===== src/hdl/escape_sequence_decoder_assert.svh =====
// Assertion macros of the escape sequence decoder result queue.
`ifndef ESCAPE_SEQUENCE_DECODER_ASSERT_SVH
`define ESCAPE_SEQUENCE_DECODER_ASSERT_SVH

// Expression must hold at every clock edge outside reset.
`define ESD_ASSERT_ALWAYS(label, expr, msg) \
   label: assert property (@(posedge clock) disable iff (reset) (expr)) \
      else $error(msg);

// Consequent must hold in the same cycle as the antecedent.
`define ESD_ASSERT_IMPL(label, ante, cons, msg) \
   label: assert property (@(posedge clock) disable iff (reset) (ante) |-> (cons)) \
      else $error(msg);

// Consequent must hold in the cycle after the antecedent.
`define ESD_ASSERT_NEXT(label, ante, cons, msg) \
   label: assert property (@(posedge clock) disable iff (reset) (ante) |=> (cons)) \
      else $error(msg);

`endif


===== src/hdl/esd_pkg.sv =====
// Types and constants of the escape sequence decoder.
`timescale 1ns / 1ps

package esd_pkg;

   // Decoder modes
   typedef enum logic [2:0] {
      MODE_NORMAL = 3'd0,
      MODE_CARET  = 3'd1,
      MODE_BSLASH = 3'd2,
      MODE_OCT1   = 3'd3,
      MODE_OCT2   = 3'd4
   } mode_type;

   // One decoded result
   typedef struct packed {
      logic [7:0] out_byte;
      logic       is_end;
      logic       ended_at_stop;
      logic       last;
   } result_type;

   // All results caused by one input transaction (one or two)
   typedef struct packed {
      result_type r0;
      result_type r1;
      logic       two;
   } pair_type;

   // Result queue depth, in input transactions
   localparam int QUEUE_DEPTH = 2;

   // CSR map: register index is paddr[2]
   localparam int CSR_ADDR_W = 3;
   localparam logic CSR_STOP_CHAR = 1'b0;
   localparam logic [7:0] STOP_CHAR_RESET = 8'd32;

endpackage


===== src/hdl/esd_decode.sv =====
// Escape decode state machine: classifies one accepted character per cycle.
`timescale 1ns / 1ps

module esd_decode (
   input  logic                clock,
   input  logic                reset,
   input  logic [7:0]          stop_char,
   input  logic                accept,
   input  logic [7:0]          ch,
   output logic                push,
   output esd_pkg::pair_type   push_data
);

   localparam logic [7:0] CHAR_NUL    = 8'h00;
   localparam logic [7:0] CHAR_CARET  = 8'h5E;
   localparam logic [7:0] CHAR_BSLASH = 8'h5C;
   localparam logic [7:0] CARET_BIAS  = 8'd64;

   esd_pkg::mode_type mode_ff, mode_in;
   logic [5:0]        accum_ff, accum_in;

   // fresh character handling (normal mode view of ch)
   logic                 fresh_emit;
   esd_pkg::result_type  fresh_res;
   esd_pkg::mode_type    fresh_mode;
   logic                 fresh_close;
   logic                 is_oct;
   logic                 emit0;
   esd_pkg::pair_type    pair;

   function automatic logic [7:0] escape_letter(input logic [7:0] c);
      logic [7:0] r;
      case (c)
         8'h6E:   r = 8'd10;  // n
         8'h72:   r = 8'd13;  // r
         8'h74:   r = 8'd9;   // t
         8'h62:   r = 8'd8;   // b
         8'h66:   r = 8'd12;  // f
         default: r = c;
      endcase
      return r;
   endfunction

   function automatic esd_pkg::result_type byte_res(input logic [7:0] b);
      esd_pkg::result_type r;
      r.out_byte      = b;
      r.is_end        = 1'b0;
      r.ended_at_stop = 1'b0;
      r.last          = 1'b0;
      return r;
   endfunction

   function automatic esd_pkg::result_type end_res(input logic at_stop);
      esd_pkg::result_type r;
      r.out_byte      = 8'd0;
      r.is_end        = 1'b1;
      r.ended_at_stop = at_stop;
      r.last          = 1'b0;
      return r;
   endfunction

   always_comb begin
      is_oct      = ch inside {[8'h30:8'h37]};
      fresh_emit  = 1'b1;
      fresh_close = 1'b0;
      fresh_mode  = esd_pkg::MODE_NORMAL;
      fresh_res   = byte_res(ch);
      // end of text wins over a stop character of zero
      if (ch == CHAR_NUL) begin
         fresh_close = 1'b1;
         fresh_res   = end_res(1'b0);
      end else if (ch == stop_char) begin
         fresh_close = 1'b1;
         fresh_res   = end_res(1'b1);
      end else if (ch == CHAR_CARET) begin
         fresh_emit = 1'b0;
         fresh_mode = esd_pkg::MODE_CARET;
      end else if (ch == CHAR_BSLASH) begin
         fresh_emit = 1'b0;
         fresh_mode = esd_pkg::MODE_BSLASH;
      end
   end

   // next state
   always_comb begin
      mode_in  = mode_ff;
      accum_in = accum_ff;
      case (mode_ff)
         esd_pkg::MODE_CARET: begin
            mode_in = esd_pkg::MODE_NORMAL;
            if (ch == CHAR_NUL) accum_in = 6'd0;
         end
         esd_pkg::MODE_BSLASH: begin
            if (ch == CHAR_NUL) begin
               mode_in  = esd_pkg::MODE_NORMAL;
               accum_in = 6'd0;
            end else if (is_oct) begin
               mode_in  = esd_pkg::MODE_OCT1;
               accum_in = {3'd0, ch[2:0]};
            end else begin
               mode_in = esd_pkg::MODE_NORMAL;
            end
         end
         esd_pkg::MODE_OCT1: begin
            if (is_oct) begin
               mode_in  = esd_pkg::MODE_OCT2;
               accum_in = {accum_ff[2:0], ch[2:0]};
            end else begin
               mode_in  = fresh_mode;
               accum_in = 6'd0;
            end
         end
         esd_pkg::MODE_OCT2: begin
            mode_in  = is_oct ? esd_pkg::MODE_NORMAL : fresh_mode;
            accum_in = 6'd0;
         end
         default: begin
            mode_in = fresh_mode;
            if (fresh_close) accum_in = 6'd0;
         end
      endcase
   end

   // outputs
   always_comb begin
      emit0   = 1'b0;
      pair.r0 = byte_res(ch);
      pair.r1 = fresh_res;
      pair.two = 1'b0;
      case (mode_ff)
         esd_pkg::MODE_CARET: begin
            emit0 = 1'b1;
            if (ch == CHAR_NUL) begin
               // caret at end of text: literal caret, then end marker
               pair.r0  = byte_res(CHAR_CARET);
               pair.r1  = end_res(1'b0);
               pair.two = 1'b1;
            end else begin
               pair.r0 = byte_res(ch - CARET_BIAS);
            end
         end
         esd_pkg::MODE_BSLASH: begin
            if (ch == CHAR_NUL) begin
               emit0   = 1'b1;
               pair.r0 = end_res(1'b0);
            end else if (!is_oct) begin
               emit0   = 1'b1;
               pair.r0 = byte_res(escape_letter(ch));
            end
         end
         esd_pkg::MODE_OCT1, esd_pkg::MODE_OCT2: begin
            if (is_oct) begin
               if (mode_ff == esd_pkg::MODE_OCT2) begin
                  emit0   = 1'b1;
                  pair.r0 = byte_res({accum_ff[4:0], ch[2:0]});
               end
            end else begin
               // run ended early: pending value, then ch as a fresh character
               emit0    = 1'b1;
               pair.r0  = byte_res({2'd0, accum_ff});
               pair.two = fresh_emit;
            end
         end
         default: begin
            emit0   = fresh_emit;
            pair.r0 = fresh_res;
         end
      endcase
      if (pair.two) pair.r1.last = 1'b1;
      else          pair.r0.last = 1'b1;
   end

   assign push      = accept && emit0;
   assign push_data = pair;

   always_ff @(posedge clock) begin
      if (reset) begin
         mode_ff  <= esd_pkg::MODE_NORMAL;
         accum_ff <= 6'd0;
      end else if (accept) begin
         mode_ff  <= mode_in;
         accum_ff <= accum_in;
      end
   end

endmodule


===== src/hdl/esd_queue.sv =====
// Result queue of decoded pairs: one result per cycle while rsp_ready is high.
`timescale 1ns / 1ps

`include "escape_sequence_decoder_assert.svh"

module esd_queue (
   input  logic                 clock,
   input  logic                 reset,
   input  logic                 push,
   input  esd_pkg::pair_type    push_data,
   output logic                 full,
   output logic                 rsp_valid,
   input  logic                 rsp_ready,
   output esd_pkg::result_type  rsp_data
);

   localparam int QPTR_W = (esd_pkg::QUEUE_DEPTH > 1) ? $clog2(esd_pkg::QUEUE_DEPTH) : 1;
   localparam int QCNT_W = $clog2(esd_pkg::QUEUE_DEPTH + 1);
   localparam logic [QPTR_W-1:0] PTR_LAST = QPTR_W'(esd_pkg::QUEUE_DEPTH - 1);
   localparam logic [QCNT_W-1:0] CNT_FULL = QCNT_W'(esd_pkg::QUEUE_DEPTH);

   esd_pkg::pair_type  entry_ff [esd_pkg::QUEUE_DEPTH];
   logic [QPTR_W-1:0]  wr_ptr_ff, wr_ptr_in;
   logic [QPTR_W-1:0]  rd_ptr_ff, rd_ptr_in;
   logic [QCNT_W-1:0]  count_ff, count_in;
   logic               sub_ff, sub_in;

   esd_pkg::pair_type  head;
   logic               fire;
   logic               pop;

   assign head      = entry_ff[rd_ptr_ff];
   assign rsp_valid = (count_ff != '0);
   assign full      = (count_ff == CNT_FULL);
   assign rsp_data  = sub_ff ? head.r1 : head.r0;
   assign fire      = rsp_valid && rsp_ready;
   // an entry leaves when its final result goes out
   assign pop       = fire && (sub_ff || !head.two);

   always_comb begin
      wr_ptr_in = wr_ptr_ff;
      rd_ptr_in = rd_ptr_ff;
      sub_in    = sub_ff;
      if (push) wr_ptr_in = (wr_ptr_ff == PTR_LAST) ? '0 : wr_ptr_ff + 1'b1;
      if (pop) begin
         rd_ptr_in = (rd_ptr_ff == PTR_LAST) ? '0 : rd_ptr_ff + 1'b1;
         sub_in    = 1'b0;
      end else if (fire) begin
         sub_in = 1'b1;
      end
      count_in = count_ff + QCNT_W'(push) - QCNT_W'(pop);
   end

   always_ff @(posedge clock) begin
      if (reset) begin
         wr_ptr_ff <= '0;
         rd_ptr_ff <= '0;
         count_ff  <= '0;
         sub_ff    <= 1'b0;
      end else begin
         wr_ptr_ff <= wr_ptr_in;
         rd_ptr_ff <= rd_ptr_in;
         count_ff  <= count_in;
         sub_ff    <= sub_in;
      end
   end

   always_ff @(posedge clock) begin
      if (push) entry_ff[wr_ptr_ff] <= push_data;
   end

   `ESD_ASSERT_ALWAYS(a_count_range, count_ff <= CNT_FULL, "queue count beyond depth")
   `ESD_ASSERT_IMPL(a_no_push_full, push, !full || pop, "push into full queue")
   `ESD_ASSERT_NEXT(a_pop_count, pop && !push, count_ff == $past(count_ff) - 1'b1, "pop count")
   `ESD_ASSERT_NEXT(a_second_half, fire && head.two && !sub_ff, sub_ff && rsp_valid, "pair split")

endmodule


===== src/hdl/escape_sequence_decoder.sv =====
// Top level of the escape sequence decoder: CSR, decode state machine, result queue.
`timescale 1ns / 1ps

// Usage
//   req channel: one raw character (req_ch) per transaction; 0 means end of text.
//   rsp channel: decoded results, one per transaction: a byte (rsp_is_end 0) or a
//     segment end marker (rsp_is_end 1, rsp_ended_at_stop tells stop character vs
//     end of text). rsp_last marks the final result caused by an input character.
//   An input causes zero, one or two results; escape prefixes and octal digits
//     are absorbed until the sequence completes.
//   Results are registered in the result queue before they appear on rsp.
//   Throughput: one input per cycle while the queue has room; the decode state
//     machine decides each character combinationally. The output side moves one
//     result per cycle while rsp_ready is high; a pair of results goes out in turn.
//   A two-entry result queue separates the sides: when the receiver stalls,
//     inputs keep being taken until the queue is full, then req_ready drops.
//   Reset (synchronous): decode mode normal, queue empty, stop_char = 32.
//   CSR: stop_char at byte address 0; write only while the block is idle.

module escape_sequence_decoder (
   input  logic                          clock,
   input  logic                          reset,
   // input channel
   input  logic                          req_valid,
   output logic                          req_ready,
   input  logic [7:0]                    req_ch,
   // result channel
   output logic                          rsp_valid,
   input  logic                          rsp_ready,
   output logic [7:0]                    rsp_out_byte,
   output logic                          rsp_is_end,
   output logic                          rsp_ended_at_stop,
   output logic                          rsp_last,
   // configuration port
   input  logic                          csr_psel,
   input  logic                          csr_penable,
   input  logic                          csr_pwrite,
   input  logic [esd_pkg::CSR_ADDR_W-1:0] csr_paddr,
   input  logic [31:0]                   csr_pwdata,
   output logic [31:0]                   csr_prdata,
   output logic                          csr_pready
);

   logic [7:0]           stop_char_ff;
   logic                 csr_write;
   logic                 accept;
   logic                 push;
   logic                 full;
   esd_pkg::pair_type    push_data;
   esd_pkg::result_type  rsp_data;

   // CSR: register index is paddr[2]; low address bits are ignored
   assign csr_pready = 1'b1;
   assign csr_write  = csr_psel && csr_penable && csr_pwrite;
   assign csr_prdata = (csr_paddr[2] == esd_pkg::CSR_STOP_CHAR) ? {24'd0, stop_char_ff} : 32'd0;

   always_ff @(posedge clock) begin
      if (reset) begin
         stop_char_ff <= esd_pkg::STOP_CHAR_RESET;
      end else if (csr_write && csr_paddr[2] == esd_pkg::CSR_STOP_CHAR) begin
         stop_char_ff <= csr_pwdata[7:0];
      end
   end

   // a transaction is taken whenever the queue has room
   assign req_ready = !full;
   assign accept    = req_valid && req_ready;

   esd_decode u_decode (
      .clock     (clock),
      .reset     (reset),
      .stop_char (stop_char_ff),
      .accept    (accept),
      .ch        (req_ch),
      .push      (push),
      .push_data (push_data)
   );

   esd_queue u_queue (
      .clock     (clock),
      .reset     (reset),
      .push      (push),
      .push_data (push_data),
      .full      (full),
      .rsp_valid (rsp_valid),
      .rsp_ready (rsp_ready),
      .rsp_data  (rsp_data)
   );

   assign rsp_out_byte      = rsp_data.out_byte;
   assign rsp_is_end        = rsp_data.is_end;
   assign rsp_ended_at_stop = rsp_data.ended_at_stop;
   assign rsp_last          = rsp_data.last;

endmodule

===== config.mk =====
export PLATFORM = sky130hd
export DESIGN_NAME = escape_sequence_decoder
export DESIGN_NICKNAME = d
export VERILOG_FILES = /design/src/hdl/esd_pkg.sv /design/src/hdl/esd_decode.sv /design/src/hdl/esd_queue.sv /design/src/hdl/escape_sequence_decoder.sv
export VERILOG_INCLUDE_DIRS = /design/src /design/src/hdl
export SDC_FILE = /design/constraint.sdc
export NUM_CORES = 1
export LEC_CHECK = 0
export ABC_CLOCK_PERIOD_IN_PS = 5050
export BUFFER_PORTS_ARGS = -buffer_cell sky130_fd_sc_hd__buf_2
export CORE_MARGIN = 2
export CORE_UTILIZATION = 27
export CTS_CLUSTER_SIZE = 28
export DETAILED_ROUTE_END_ITERATION = 10
export SYNTH_ARGS = -nofsm -noshare
export SYNTH_HDL_FRONTEND = slang
export SYNTH_SLANG_ARGS = --single-unit

===== constraint.sdc =====
create_clock -name clock -period 5.05 [get_ports clock]
set_input_delay 1.01 -clock clock [delete_from_list [all_inputs] [get_ports clock]]
set_output_delay 1.01 -clock clock [all_outputs]
set_load 0.01 [all_outputs]

=== Word level (Yosys, flattened, before mapping) ===
Memory sizes are Yosys's and may differ from the RTL's. A register that Yosys moved wholly into a read port is not among the register bits.
Index checks and enable logic that the tools add are counted.

* Output and inout bits: 46
* Logic and storage cells: 97
* Input bits: 50
* Memories: 1
* RAM bits: 46
* Flip-flop bits (word level): 22

* Reductions and logical operators: 17
* Bitwise logic cells: 1
* Magnitude comparators: 2
* Muxes and demuxes: 49
* Eq/ne operators: 15
* Add/sub/neg operators: 5

{| class="wikitable"
|+ Memory list
! memory !! words !! width !! rd ports !! clocked after Yosys merged registers in !! write ports !! RTL line !! RTL
|-
| u_queue.entry_ff || 2 || 23 || 1 || 1 || 1 || esd_queue.sv:22 || <nowiki>esd_pkg::pair_type entry_ff [esd_pkg::QUEUE_DEPTH];</nowiki>
|}

{| class="wikitable"
|+ Operator list
! kind !! count
|-
| $mux 11 || 9
|-
| $eq 8x7->1 const B || 7
|-
| $pmux 8 s5 || 1
|-
| $pmux 11 s3 || 1
|-
| $mux 6 || 5
|-
| $pmux 6 s4 || 1
|-
| $mux 1 || 19
|-
| $mux 3 || 6
|-
| $mux 12 || 1
|-
| $pmux 3 s4 || 1
|-
| $eq 8x8->1 || 1
|-
| $ge 8x6->1 const B || 1
|-
| $le 8x6->1 const B || 1
|-
| $logic_and 1x1->1 || 8
|-
| $logic_not 8->1 || 1
|-
| $mux 8 || 1
|-
| $sub 8x7->8 const B || 1
|-
| $eq 3x2->1 const B || 2
|-
| $reduce_bool 5->1 || 1
|-
| $mux 2 || 2
|-
| $reduce_and 4->1 || 1
|-
| $reduce_or 2->1 || 2
|-
| $eq 3x1->1 const B || 1
|-
| $eq 3x3->1 const B || 1
|-
| other kinds (12) || 14
|}

=== Logic depth before layout (Yosys ltp) ===
Gate-level depths: netlist (run 1).

* Word-level depth: 9
* Gate-level depth with buffers: 11
* Depth with buffers taken out: 11

=== Modules after synthesis ===
Synthesis (run 1) repeated with hierarchy kept, for this count alone.

* Cell total of the unflattened synthesis: 357
* Area, all modules: 4068.9 um2

{| class="wikitable"
|+ Modules (own cells, without submodules)
! module !! times used !! cells each !! area each (um2)
|-
| esd_queue || 1 || 91 || 1949.4
|-
| esd_decode || 1 || 194 || 1483.9
|-
| escape_sequence_decoder || 1 || 72 || 635.6
|}

=== Worst setup path after synthesis (run 1) ===
No wires, ideal clock.

* Path type: input-to-reg
* Start: input req_ch[3]
* End: memory u_queue.entry_ff[0][10] (netlist bit) (enable)
* Path buffers: 2
* Arrival time: 3.282 ns
* Stages: 8
* Setup slack: 1.365 ns
* Path through: buf_2 > xnor2_2 > nand4_2 > or2_1 > buf_6 > and3_4 > a211oi_4 > nor2b_1

* Cells in the longest elaborated chain, start to end: 9

{| class="wikitable"
|+ Ends and longest elaborated chain
! item !! RTL line !! RTL
|-
| from (decl) || escape_sequence_decoder.sv:26 || <nowiki>input logic [7:0] req_ch,</nowiki>
|-
| branches (longest 5 deep; another with $ge 8x6->1) || -- ||
|-
| $pmux 1 s3 (*) || esd_decode.sv:130 || <nowiki>case (mode_ff)</nowiki>
|-
| $logic_and 1x1->1 (*) || esd_decode.sv:173 || <nowiki>assign push = accept && emit0;</nowiki>
|-
| $mux 1 (*) || esd_queue.sv:69 || <nowiki>if (push) entry_ff[wr_ptr_ff] <= push_data;</nowiki>
|-
| $mux 1 (not written as such) (*) || esd_queue.sv:69 ||
|-
| to (decl) || esd_queue.sv:22 ||
|}

Mark *: on every way between the ends.

=== Worst setup path in the final report (run 1) ===
* Start: input req_ch[7]
* End: memory u_queue.entry_ff[0][5] (netlist bit) (enable)

Same word-level chain as after synthesis.

==> run summary, run 1 <==
Site Rows -> 43
r2r setup slk -> 2.19 ns
Net count, final -> 444
antenna cells -> 0
layout cell share with drive strength beyond 1 -> 23.1%
power share of the clock group -> 34.1%
Tot GR Track Use -> 11.6%
Routed WL per cell -> 14.4 µm
Mapped Cells -> 353
RSZ-0062 raised after global routing -> false
DRC viols -> 0
syn avg cell area -> 10.8 µm²
Hold Crit Class -> register to register
Worst Setup Slack, final -> 2.01 ns
H-tree depth -> 3
FFs w/ async S/R, synth -> 0%
die width -> 123 µm
max-slew violations -> 0
DP HPWL -> 6.21 mm
final setup vio count -> 0
switching part of the total -> 28.4%
clk slew on worst S/H paths -> 0.05 ns
first-pass GRT wire length -> 13.3 mm
Slew HR -> 46.1%
CP Class -> primary input to register
largest net degree at the start of global routing -> 25
Routed Antenna Nets -> 0
Ys Warns -> 0
Syn Std Cell Area -> 3800 µm²
PortBufs -> 44
status -> finished clean
full die area -> 15000 µm²
Reg2Reg Depth -> 7
Gate power share -> 23.9%
GRT overflow -> 0
vias -> 2659
commonest non-fill, non-tap cells in the layout -> buf_2 (44), edfxtp_1 (44), a21oi_1 (31)
CTS max path bufs -> 2
Pint -> 1250 µW
synth unique cells -> 64
Reg power frac -> 42.0%
I/O Pins -> 96
final cycle utilization of the critical path -> 60.2%
WHS Endpoint -> stop_char_ff[4]
clock skew -> 0.00444 ns
Crit. End Element -> register
Power Density -> 405 nW/µm²
final hold violation count -> 0
setup bufs post-CTS -> 0
LEAKAGE -> 0.00158 µW
Worst Max-Slew Pin Slew -> 0.807 ns
core area -> 13800 µm²
via/cell ratio -> 4.63
Vert. Die Dim -> 123 µm
TritonCTS Buffers -> 9
Worst Hold Depth -> 2
CTS tree -> done
Switching Power -> 496 µW
Syn-to-layout area delta -> 13.7%
Total Wirelength -> 8.26 mm
Hold Startpoint -> stop_char_ff[4]
startpoint types -> primary input
Seq/Total Area, Yosys -> 46.9%
Peak VDD IR -> 0.165 mV
DRT iter0 DRCs -> 173
Max Cap Viol -> 0
Resize count post-CTS -> 0
crit-path max FO -> 22
Worst EP required -> 5.05 ns
Starting Density -> 27.5%
FF-to-FF End -> u_queue.entry_ff[0][5]
f_max -> 0.329 GHz
Most used DFF post-synth -> edfxtp_1
root buf cell -> clkbuf_16
vias in the first global route -> 2533
dpl ws -> 1.64 ns
fin util -> 31.2%
initial antenna violation count -> 0
total power -> 1750 µW
Yosys reg bits -> 67
Final GP Congestion -> 0.898
Skew-Pair Late Insertion Delay -> 0.33 ns
setup TNS -> 0 ns
reg2reg start -> u_decode.mode_ff[2]
EDFF count, synth -> 44
Worst EP arrival -> 3.04 ns
Hold Buf Count CTS -> 0
drt first pass iters -> 4
post-layout minimum cycle time -> 3.04 ns
clock sink count -> 67
==> cells in the mapped netlist, types with 2 or more instances <==
master | n | area, µm²
edfxtp_1 | 44 | 1320
a21oi_1 | 31 | 155
buf_4 | 28 | 210
nand2_1 | 28 | 105
nor2_1 | 25 | 93.8
dfxtp_1 | 23 | 460
xnor2_1 | 13 | 114
nor2b_1 | 12 | 75.1
o21ai_0 | 12 | 60.1
inv_1 | 10 | 37.5
mux4_2 | 10 | 225
nand3_1 | 9 | 45.0
and2_1 | 8 | 50.1
buf_2 | 8 | 40.0
and3_1 | 5 | 31.3
buf_6 | 5 | 56.3
ha_1 | 5 | 62.6
nand2b_4 | 5 | 68.8
nor3_1 | 5 | 25.0
clkbuf_1 | 4 | 15.0
nand2b_1 | 4 | 25.0
o21a_1 | 3 | 22.5
a211oi_1 | 2 | 15.0
a221oi_1 | 2 | 17.5
a22oi_1 | 2 | 15.0
a31oi_1 | 2 | 12.5
and4b_1 | 2 | 20.0
conb_1 | 2 | 7.51
mux2i_1 | 2 | 20.0
nand3b_1 | 2 | 15.0
nand4_1 | 2 | 12.5
o211ai_1 | 2 | 15.0
or2_1 | 2 | 12.5
or2_2 | 2 | 12.5
xnor2_2 | 2 | 32.5
xor2_1 | 2 | 17.5
==> sequential cells by signal (all words and copies together), names as in the netlist, named ones only <==
signal and flops:
u_queue.entry_ff 44, stop_char_ff 8, u_decode.accum_ff 6, u_decode.mode_ff 3
u_queue.count_ff 2, u_queue.rd_ptr_ff 1, u_queue.sub_ff 1, u_queue.wr_ptr_ff 1
==> cells by family (layout without fill, tap and decap cells) <==
family                   count (synthesis)  after routing  share of synthesized area [%]
buffers and inverters                   55             73                           9.45
other                                    2             25                          0.198
adder cells (fa/ha/maj)                  5              5                           1.65
multiplexers                            13             13                           6.85
AO/OA/AOI/OAI                           70             70                           11.7
XOR/XNOR                                17             17                           4.31
flip-flops                              67             67                           46.9
AND/OR/NAND/NOR                        124            124                           19.0
==> worst max-delay path, stage by stage <==
cell and delay (ns):
buf_2 0.15, inv_1 0.13, ha_1 0.23, and4b_1 0.26
o21ai_1 0.17, a21oi_1 0.13, and2_1 0.21, a211oi_4 0.24
nor2b_2 0.19, buf_4 0.30
==> power groups by stage <==
stage / registers, µW / logic [µW] / clock network [µW]
after floorplan: 715 / 345 / 0
after global placement: 744 / 419 / 0
after detailed placement: 749 / 424 / 0
after CTS: 738 / 425 / 612
after global routing: 748 / 469 / 631
final: 735 / 417 / 596
==> layer usage <==
layer  part of all wire, %  track usage (%)
met5                     0                0
met4                   2.2             5.24
met3                   6.2             2.70
met2                    49             19.4
met1                    43             14.3
==> per-stage QoR <==
| stage | hold WS [ns] | instances | area, µm² |
|---|---|---|---|
| finish | 0.491 | 574 | 4320 |
| floorplan | 0.457 | 376 | 3880 |
| global placement | 0.478 | 558 | 4030 |
| detailed placement | 0.488 | 558 | 4030 |
| global route | 0.529 | 574 | 4320 |
| CTS | 0.496 | 574 | 4320 |
==> how the worst max path moves through the flow <==
stage / start / endpoint / slack, ns / cells after the start
floorplan: req_ch[3] / u_queue.entry_ff[0][10] / 1.37 / 8
global placement: req_ch[1] / u_queue.entry_ff[0][9] / 1.65 / 8
detailed placement: req_ch[7] / u_queue.entry_ff[0][9] / 1.64 / 10
CTS: req_ch[1] / u_queue.entry_ff[0][5] / 1.99 / 8
global route: req_ch[6] / u_queue.entry_ff[0][2] / 1.80 / 10
finish: req_ch[7] / u_queue.entry_ff[0][5] / 2.01 / 10
==> cell type report <==
type                            instances  area, µm²
Clock buffer                           10        229
Tap cell                              180        225
Sequential cell                        67       1780
Clock inverter                          6       56.3
Timing Repair Buffer                   47        243
Fill cell                            1387       9510
Multi-Input combinational cell        254       1750
Inverter                               10       37.5
(Power assumes the default switching activity.)
==> inputs of run 2 (changes only) <==
--- a/config.mk
+++ b/config.mk
@@ -6,7 +6,8 @@
 export SDC_FILE = /design/constraint.sdc
 export NUM_CORES = 1
 export LEC_CHECK = 0
-export ABC_CLOCK_PERIOD_IN_PS = 5050
+export ABC_AREA = 1
+export ABC_CLOCK_PERIOD_IN_PS = 2800
 export BUFFER_PORTS_ARGS = -buffer_cell sky130_fd_sc_hd__buf_2
 export CORE_MARGIN = 2
 export CORE_UTILIZATION = 27
==> constraint.sdc (replaced) <==
create_clock -name clock -period 2.8 [get_ports clock]
set_input_delay 0.56 -clock clock [delete_from_list [all_inputs] [get_ports clock]]
set_output_delay 0.56 -clock clock [all_outputs]
set_load 0.01 [all_outputs]
==> run 2 against run 1 <==
Net effect: worst hold slack worse by 0.041 ns; sequential share of layout area is 1.4 points lower; register-to-register slack worse by 1.4 ns; core utilization is 1.2 points higher; sequential power is 78% higher; critical path depth is 5 lower; critical endpoint is now rsp_out_byte[3].
==> run summary, run 2 <==
Most used DFF post-synth -> edfxtp_1
setup bufs post-CTS -> 0 (unchanged)
largest net degree at the start of global routing -> 23 (-8.0%)
vias in the first global route -> 2862 (+13%)
Max Cap Viol -> 0 (unchanged)
LEAKAGE -> 0.00199 µW (+26%)
Worst EP arrival -> 1.89 ns (-1.15 ns)
final hold slack -> 0.451 ns (-0.0408 ns)
FF-to-FF End -> u_queue.entry_ff[0][4]
Largest stage delay, worst path -> 0.47 ns (+0.17 ns)
post-synth top area share -> 35.1% (+0.29 points)
final cycle utilization of the critical path -> 87.5%
Starting Density -> 27.4% (-0.12 points)
Worst Max-Slew Pin Slew -> 0.608 ns (-0.199 ns)
TritonCTS Buffers -> 9 (unchanged)
Critical-path top delay cell -> inv_1
Pint -> 2550 µW (+100%)
dpl cells -> 676 (+21%)
PortBufs -> 44 (unchanged)
reg2reg start -> u_decode.mode_ff[0]
Worst EP required -> 2.24 ns (-2.81 ns)
Syn Std Cell Area -> 3770 µm² (-0.82%)
total power -> 3680 µW (+110%)
DRC viols -> 0 (unchanged)
most instantiated cells after synthesis -> nand2_1 (81), nor2_1 (70), inv_1 (47)
Most flops, register -> u_queue.entry_ff
Resize count post-CTS -> 0 (unchanged)
CTS tree -> done
Reg2Reg Depth -> 9 (+2)
Site Rows -> 43 (unchanged)
root buf cell -> clkbuf_16
Post-Layout Cell Count -> 692 (+21%)
Gate power share -> 26.7% (+2.8 points)
via/cell ratio -> 4.47 (-3.5%)
first-pass GRT wire length -> 14.9 mm (+11%)
Hold Crit Class -> primary input to register
Switching Power -> 1130 µW (+130%)
core area -> 13800 µm² (-0.39%)
clk slew on worst S/H paths -> 0.06 ns (about the same)
synth unique cells -> 40 (-38%)
critical path, cell by cell -> buf_4 > inv_1 > o21ai_0 > o22ai_1 > buf_2
Hold Buf Count CTS -> 0 (unchanged)
r2r setup slk -> 0.75 ns (-1.44 ns)
Slew HR -> 59.4% (+13 points)
FFs w/ async S/R, synth -> 0% (unchanged)
CP Class -> register to output pin
Tot GR Track Use -> 13.1% (+1.5 points)
initial antenna violation count -> 0 (unchanged)
CTS max path bufs -> 2 (unchanged)
status -> finished clean
final setup vio count -> 0 (unchanged)
max-slew violations -> 0 (unchanged)
Final GP Congestion -> 0.938 (+4.4%)
f_max -> 0.408 GHz
setup TNS -> 0 ns (unchanged)
WHS Endpoint -> stop_char_ff[5]
Seq/Total Area, Yosys -> 47.3% (+0.39 points)
most frequent cell after synthesis -> nand2_1
die width -> 122 µm (-0.40%)
full die area -> 14900 µm² (-0.80%)
crit-path max FO -> 21 (-4.5%)
most common cell after layout, fill and taps aside -> nand2_1
EDFF count, synth -> 44 (unchanged)
commonest non-fill, non-tap cells in the layout -> nand2_1 (81), nor2_1 (70), inv_1 (47)
DP HPWL -> 7.05 mm (+13%)
Ys Warns -> 0 (unchanged)
DRT iter0 DRCs -> 232 (+34%)
clock skew -> 0.00672 ns (+0.00228 ns)
Peak VDD IR -> 0.310 mV (+88%)
post-layout minimum cycle time -> 2.45 ns
Vert. Die Dim -> 122 µm (-0.40%)
final hold violation count -> 0 (unchanged)
H-tree depth -> 3 (unchanged)
Syn-to-layout area delta -> 18.6%
Net count, final -> 562 (+27%)
switching part of the total -> 30.6% (+2.3 points)
antenna cells -> 0 (unchanged)
Yosys reg bits -> 67 (unchanged)
vias -> 3093 (+16%)
Mapped Cells -> 463 (+31%)
ranking of synthesized cells by area -> edfxtp_1 (35%), dfxtp_1 (12%), nand2_1 (8.1%)
biggest regs -> u_queue.entry_ff x44, stop_char_ff x8, u_decode.accum_ff x6
Reg power frac -> 35.7% (-6.3 points)
Skew-Pair Late Insertion Delay -> 0.33 ns (about the same)
placed inst area -> 4100 µm² (+1.7%)
I/O Pins -> 96 (unchanged)
Crit. End Element -> output pin
Routed WL per cell -> 13.5 µm (-6.0%)
GRT overflow -> 0 (unchanged)
Worst Hold Depth -> 3 (+1)
layout cell share with drive strength beyond 1 -> 17.2% (-5.9 points)
Hold Startpoint -> csr_pwdata[5]
clock sink count -> 67 (unchanged)
Power Density -> 823 nW/µm² (+100%)
Total Wirelength -> 9.37 mm (+13%)
syn avg cell area -> 8.14 µm² (-24%)
cell taking the most area after synthesis -> edfxtp_1
RSZ-0062 raised after global routing -> false
final standard cell area without fillers -> 4470 µm² (+3.4%)
drt first pass iters -> 5 (+1)
startpoint types -> register
Routed Antenna Nets -> 0 (unchanged)
Largest register FFs -> 44 (unchanged)
power share of the clock group -> 37.7% (+3.6 points)
## run 2: worst max path at each step
stage                         start                      end  slack [ns]  cells after the start
after floorplan           req_ch[6]  u_queue.entry_ff[0][10]        0.03                      9
after global placement    req_ch[7]  u_queue.entry_ff[0][15]        0.27                     11
after detailed placement  req_ch[7]   u_queue.entry_ff[0][4]        0.26                     11
after CTS                  register          rsp_out_byte[3]        0.32                      5
after global routing       register          rsp_out_byte[3]        0.17                      5
final                      register          rsp_out_byte[3]        0.35                      5
## run 2: cell families after synthesis
kind of cell	synth area share [%]
other	0.199
adders and majority gates	1.66
and+or+nand+nor	24.2
DFF	47.3
xor gates and xnor gates	1.63
muxes	0.266
AOI/OAI and AO/OA	12.6
buffers and inverters	12.2
## run 2: through the flow
| step | util (%) | worst slack [ns] |
|---|---|---|
| after floorplan | - | 0.0347 |
| after global placement | 29.8 | 0.270 |
| after detailed placement | 29.8 | 0.262 |
| after CTS | 32.4 | 0.320 |
| after global routing | 32.4 | 0.169 |
| final | 32.4 | 0.349 |
## run 2: worst max-delay path, delay by kind of cell (launching register included)
kind	cells	cell delay (ns)
AOI/OAI and AO/OA	2	0.38
buffers and inverters	3	0.85
DFF	1	0.33
## run 2: per-layer routing
metal  global-route usage [%]  routed length, µm  vias up  part of all wire [%]
li1                         -                  -     1579                     -
met1                     16.5               4130     1412                    44
met2                     21.7               4590       85                    49
met3                     2.67                442       17                   4.7
met4                     5.89                208        0                   2.2
met5                        0                  0        -                     0
## run 2: cell type report
class	instances	area, µm²
flip-flops and latches	67	1780
clock buffers	10	229
inverters	53	200
repair buffers	49	283
multi-input cells	327	1610
fillers	1468	9310
well taps	180	225
clock inverters	6	136
## run 2: power by group through the flow
stage	combinational (µW)	sequential (µW)	clock, µW
floorplan	688	1320	0
global placement	969	1330	0
detailed placement	992	1330	0
CTS	994	1310	1420
global route	1120	1330	1460
finish	980	1310	1380
==> inputs of run 3 (changes only) <==
--- a/config.mk
+++ b/config.mk
@@ -13,6 +13,7 @@
 export CORE_UTILIZATION = 27
 export CTS_CLUSTER_SIZE = 28
 export DETAILED_ROUTE_END_ITERATION = 10
+export REMOVE_ABC_BUFFERS = 1
 export SYNTH_ARGS = -nofsm -noshare
 export SYNTH_HDL_FRONTEND = slang
 export SYNTH_SLANG_ARGS = --single-unit
==> run 3 against run 2 <==
Net effect: worst setup slack improved by 0.017 ns; clock skew is essentially flat; maximum frequency is 0.71% higher; highest routed layer unchanged; design area fell by 0.73%; global-route usage decreased by 0.23 points; combinational power fell by 0.5%; count of clock-buffer cells in the layout is 1 lower; critical path type unchanged.
==> run summary, run 3 (synthesis gave the netlist of run 2 again) <==
status -> finished clean
multi-input combinational cell area -> 1610 µm² (unchanged)
Vert. Die Dim -> 122 µm (unchanged)
Worst EP arrival -> 1.87 ns (-0.02 ns)
Syn-to-layout area delta -> 17.7%
critical path, cell by cell -> buf_4 > inv_1 > o21ai_0 > o22ai_1 > buf_2
Largest register FFs -> 44 (unchanged)
PortBufs -> 44 (unchanged)
Net count, final -> 563 (+0.18%)
antenna cells -> 0 (unchanged)
f_max -> 0.411 GHz (+0.71%)
WP buf/inv -> 3 (unchanged)
Routed Antenna Nets -> 0 (unchanged)
Hold Crit Class -> primary input to register
Most flops, register -> u_queue.entry_ff
Crit. End Element -> output pin
Starting Density -> 27.4% (unchanged)
most common cell after layout, fill and taps aside -> nand2_1
Skew-Pair Late Insertion Delay -> 0.34 ns (about the same)
Total Wirelength -> 9.24 mm (-1.4%)
crit-path max FO -> 21 (unchanged)
clk slew on worst S/H paths -> 0.06 ns (about the same)
first-pass GRT wire length -> 14.6 mm (-1.8%)
die width -> 122 µm (unchanged)
CTS max path bufs -> 2 (unchanged)
GRT overflow -> 0 (unchanged)
Worst EP required -> 2.24 ns (about the same)
I/O Pins -> 96 (unchanged)
register area -> 1780 µm² (unchanged)
root buf cell -> clkbuf_16
startpoint types -> register
Final GP Congestion -> 0.918 (-2.1%)
max-slew violations -> 0 (unchanged)
DRC viols -> 0 (unchanged)
DP HPWL -> 6.92 mm (-1.8%)
Resize count post-CTS -> 0 (unchanged)
drt first pass iters -> 4 (-1)
Tot GR Track Use -> 12.9% (-0.23 points)
initial antenna violation count -> 0 (unchanged)
Max Cap Viol -> 0 (unchanged)
RSZ-0062 raised after global routing -> false
core area -> 13800 µm² (unchanged)
Hold Buf Count CTS -> 0 (unchanged)
Routed WL per cell -> 13.3 µm (-1.5%)
Largest stage delay, worst path -> 0.46 ns (about the same)
DRT iter0 DRCs -> 221 (-4.7%)
final setup vio count -> 0 (unchanged)
total power -> 3510 µW (-4.4%)
CTS tree -> done
Site Rows -> 43 (unchanged)
Power Density -> 792 nW/µm² (-3.7%)
LEAKAGE -> 0.00198 µW (-0.49%)
final hold slack -> 0.437 ns (-0.0132 ns)
CP Class -> register to output pin
H-tree depth -> 3 (unchanged)
Peak VDD IR -> 0.346 mV (+11%)
commonest non-fill, non-tap cells in the layout -> nand2_1 (81), nor2_1 (70), inv_1 (47)
via/cell ratio -> 4.44 (-0.76%)
largest net degree at the start of global routing -> 23 (unchanged)
layout cell share with drive strength beyond 1 -> 17.5% (+0.36 points)
final standard cell area without fillers -> 4440 µm² (-0.73%)
full die area -> 14900 µm² (unchanged)
setup bufs post-CTS -> 0 (unchanged)
placed inst area -> 4110 µm² (+0.18%)
Critical-path top delay cell -> inv_1
final cycle utilization of the critical path -> 86.9% (-0.61 points)
CP delay by family, top -> buffers and inverters
Worst Max-Slew Pin Slew -> 0.593 ns (-0.0149 ns)
fill count -> 1465 (-0.20%)
post-layout minimum cycle time -> 2.43 ns (-0.0172 ns)
clock sink count -> 67 (unchanged)
Slew HR -> 60.4% (+1.0 points)
clock skew -> 0.00707 ns (+0.000348 ns)
vias in the first global route -> 2871 (+0.31%)
final hold violation count -> 0 (unchanged)
vias -> 3074 (-0.61%)
TritonCTS Buffers -> 9 (unchanged)
biggest regs -> u_queue.entry_ff x44, stop_char_ff x8, u_decode.accum_ff x6
run 3: through the flow:
step	std cells	TNS (ns)	setup slack [ns]	util [%]
finish	693	0	0.366	32.2
global route	693	0	0.186	32.2
CTS	693	0	0.309	32.2
detailed placement	677	0	0.270	29.8
global placement	677	0	0.293	29.8
floorplan	447	-0.108	-0.00489	-
run 3: layout make-up:
cell class,instances,share of cell area [%]
multi-input combinational,327,36.4
timing repair buffer,50,6.54
clock inverter,7,2.26
clock buffer,9,5.08
sequential,67,40.2
inverter,53,4.51
tap,180,5.08
run 3: worst min-delay path, cell delays in order:
cell	delay (ns)
buf_2	0.07
nand2_1	0.04
o211ai_1	0.06
run 3: final timing paths:
kind,start,end,slack [ns],depth (start not counted)
worst max-delay path,register,rsp_out_byte[7],0.37,5
worst min-delay path,csr_pwdata[5],stop_char_ff[5],0.44,3
worst max register to register,u_decode.mode_ff[0],u_queue.count_ff[1],0.67,12
worst min register to register,u_queue.rd_ptr_ff,register,0.46,1
run 3: power by group:
| part | internal [µW] | switching (µW) | total (µW) |
|---|---|---|---|
| sequential | 1250 | 62.0 | 1310 |
| combinational | 333 | 642 | 975 |
| clock | 785 | 439 | 1220 |
run 3: per-layer routing:
layer | global-route usage, % | vias to the layer above | wire, µm
met4 | 5.68 | 0 | 215
met1 | 15.8 | 1398 | 4050
met5 | 0 | - | 0
met3 | 2.76 | 19 | 512
li1 | - | 1574 | -
met2 | 21.8 | 83 | 4470
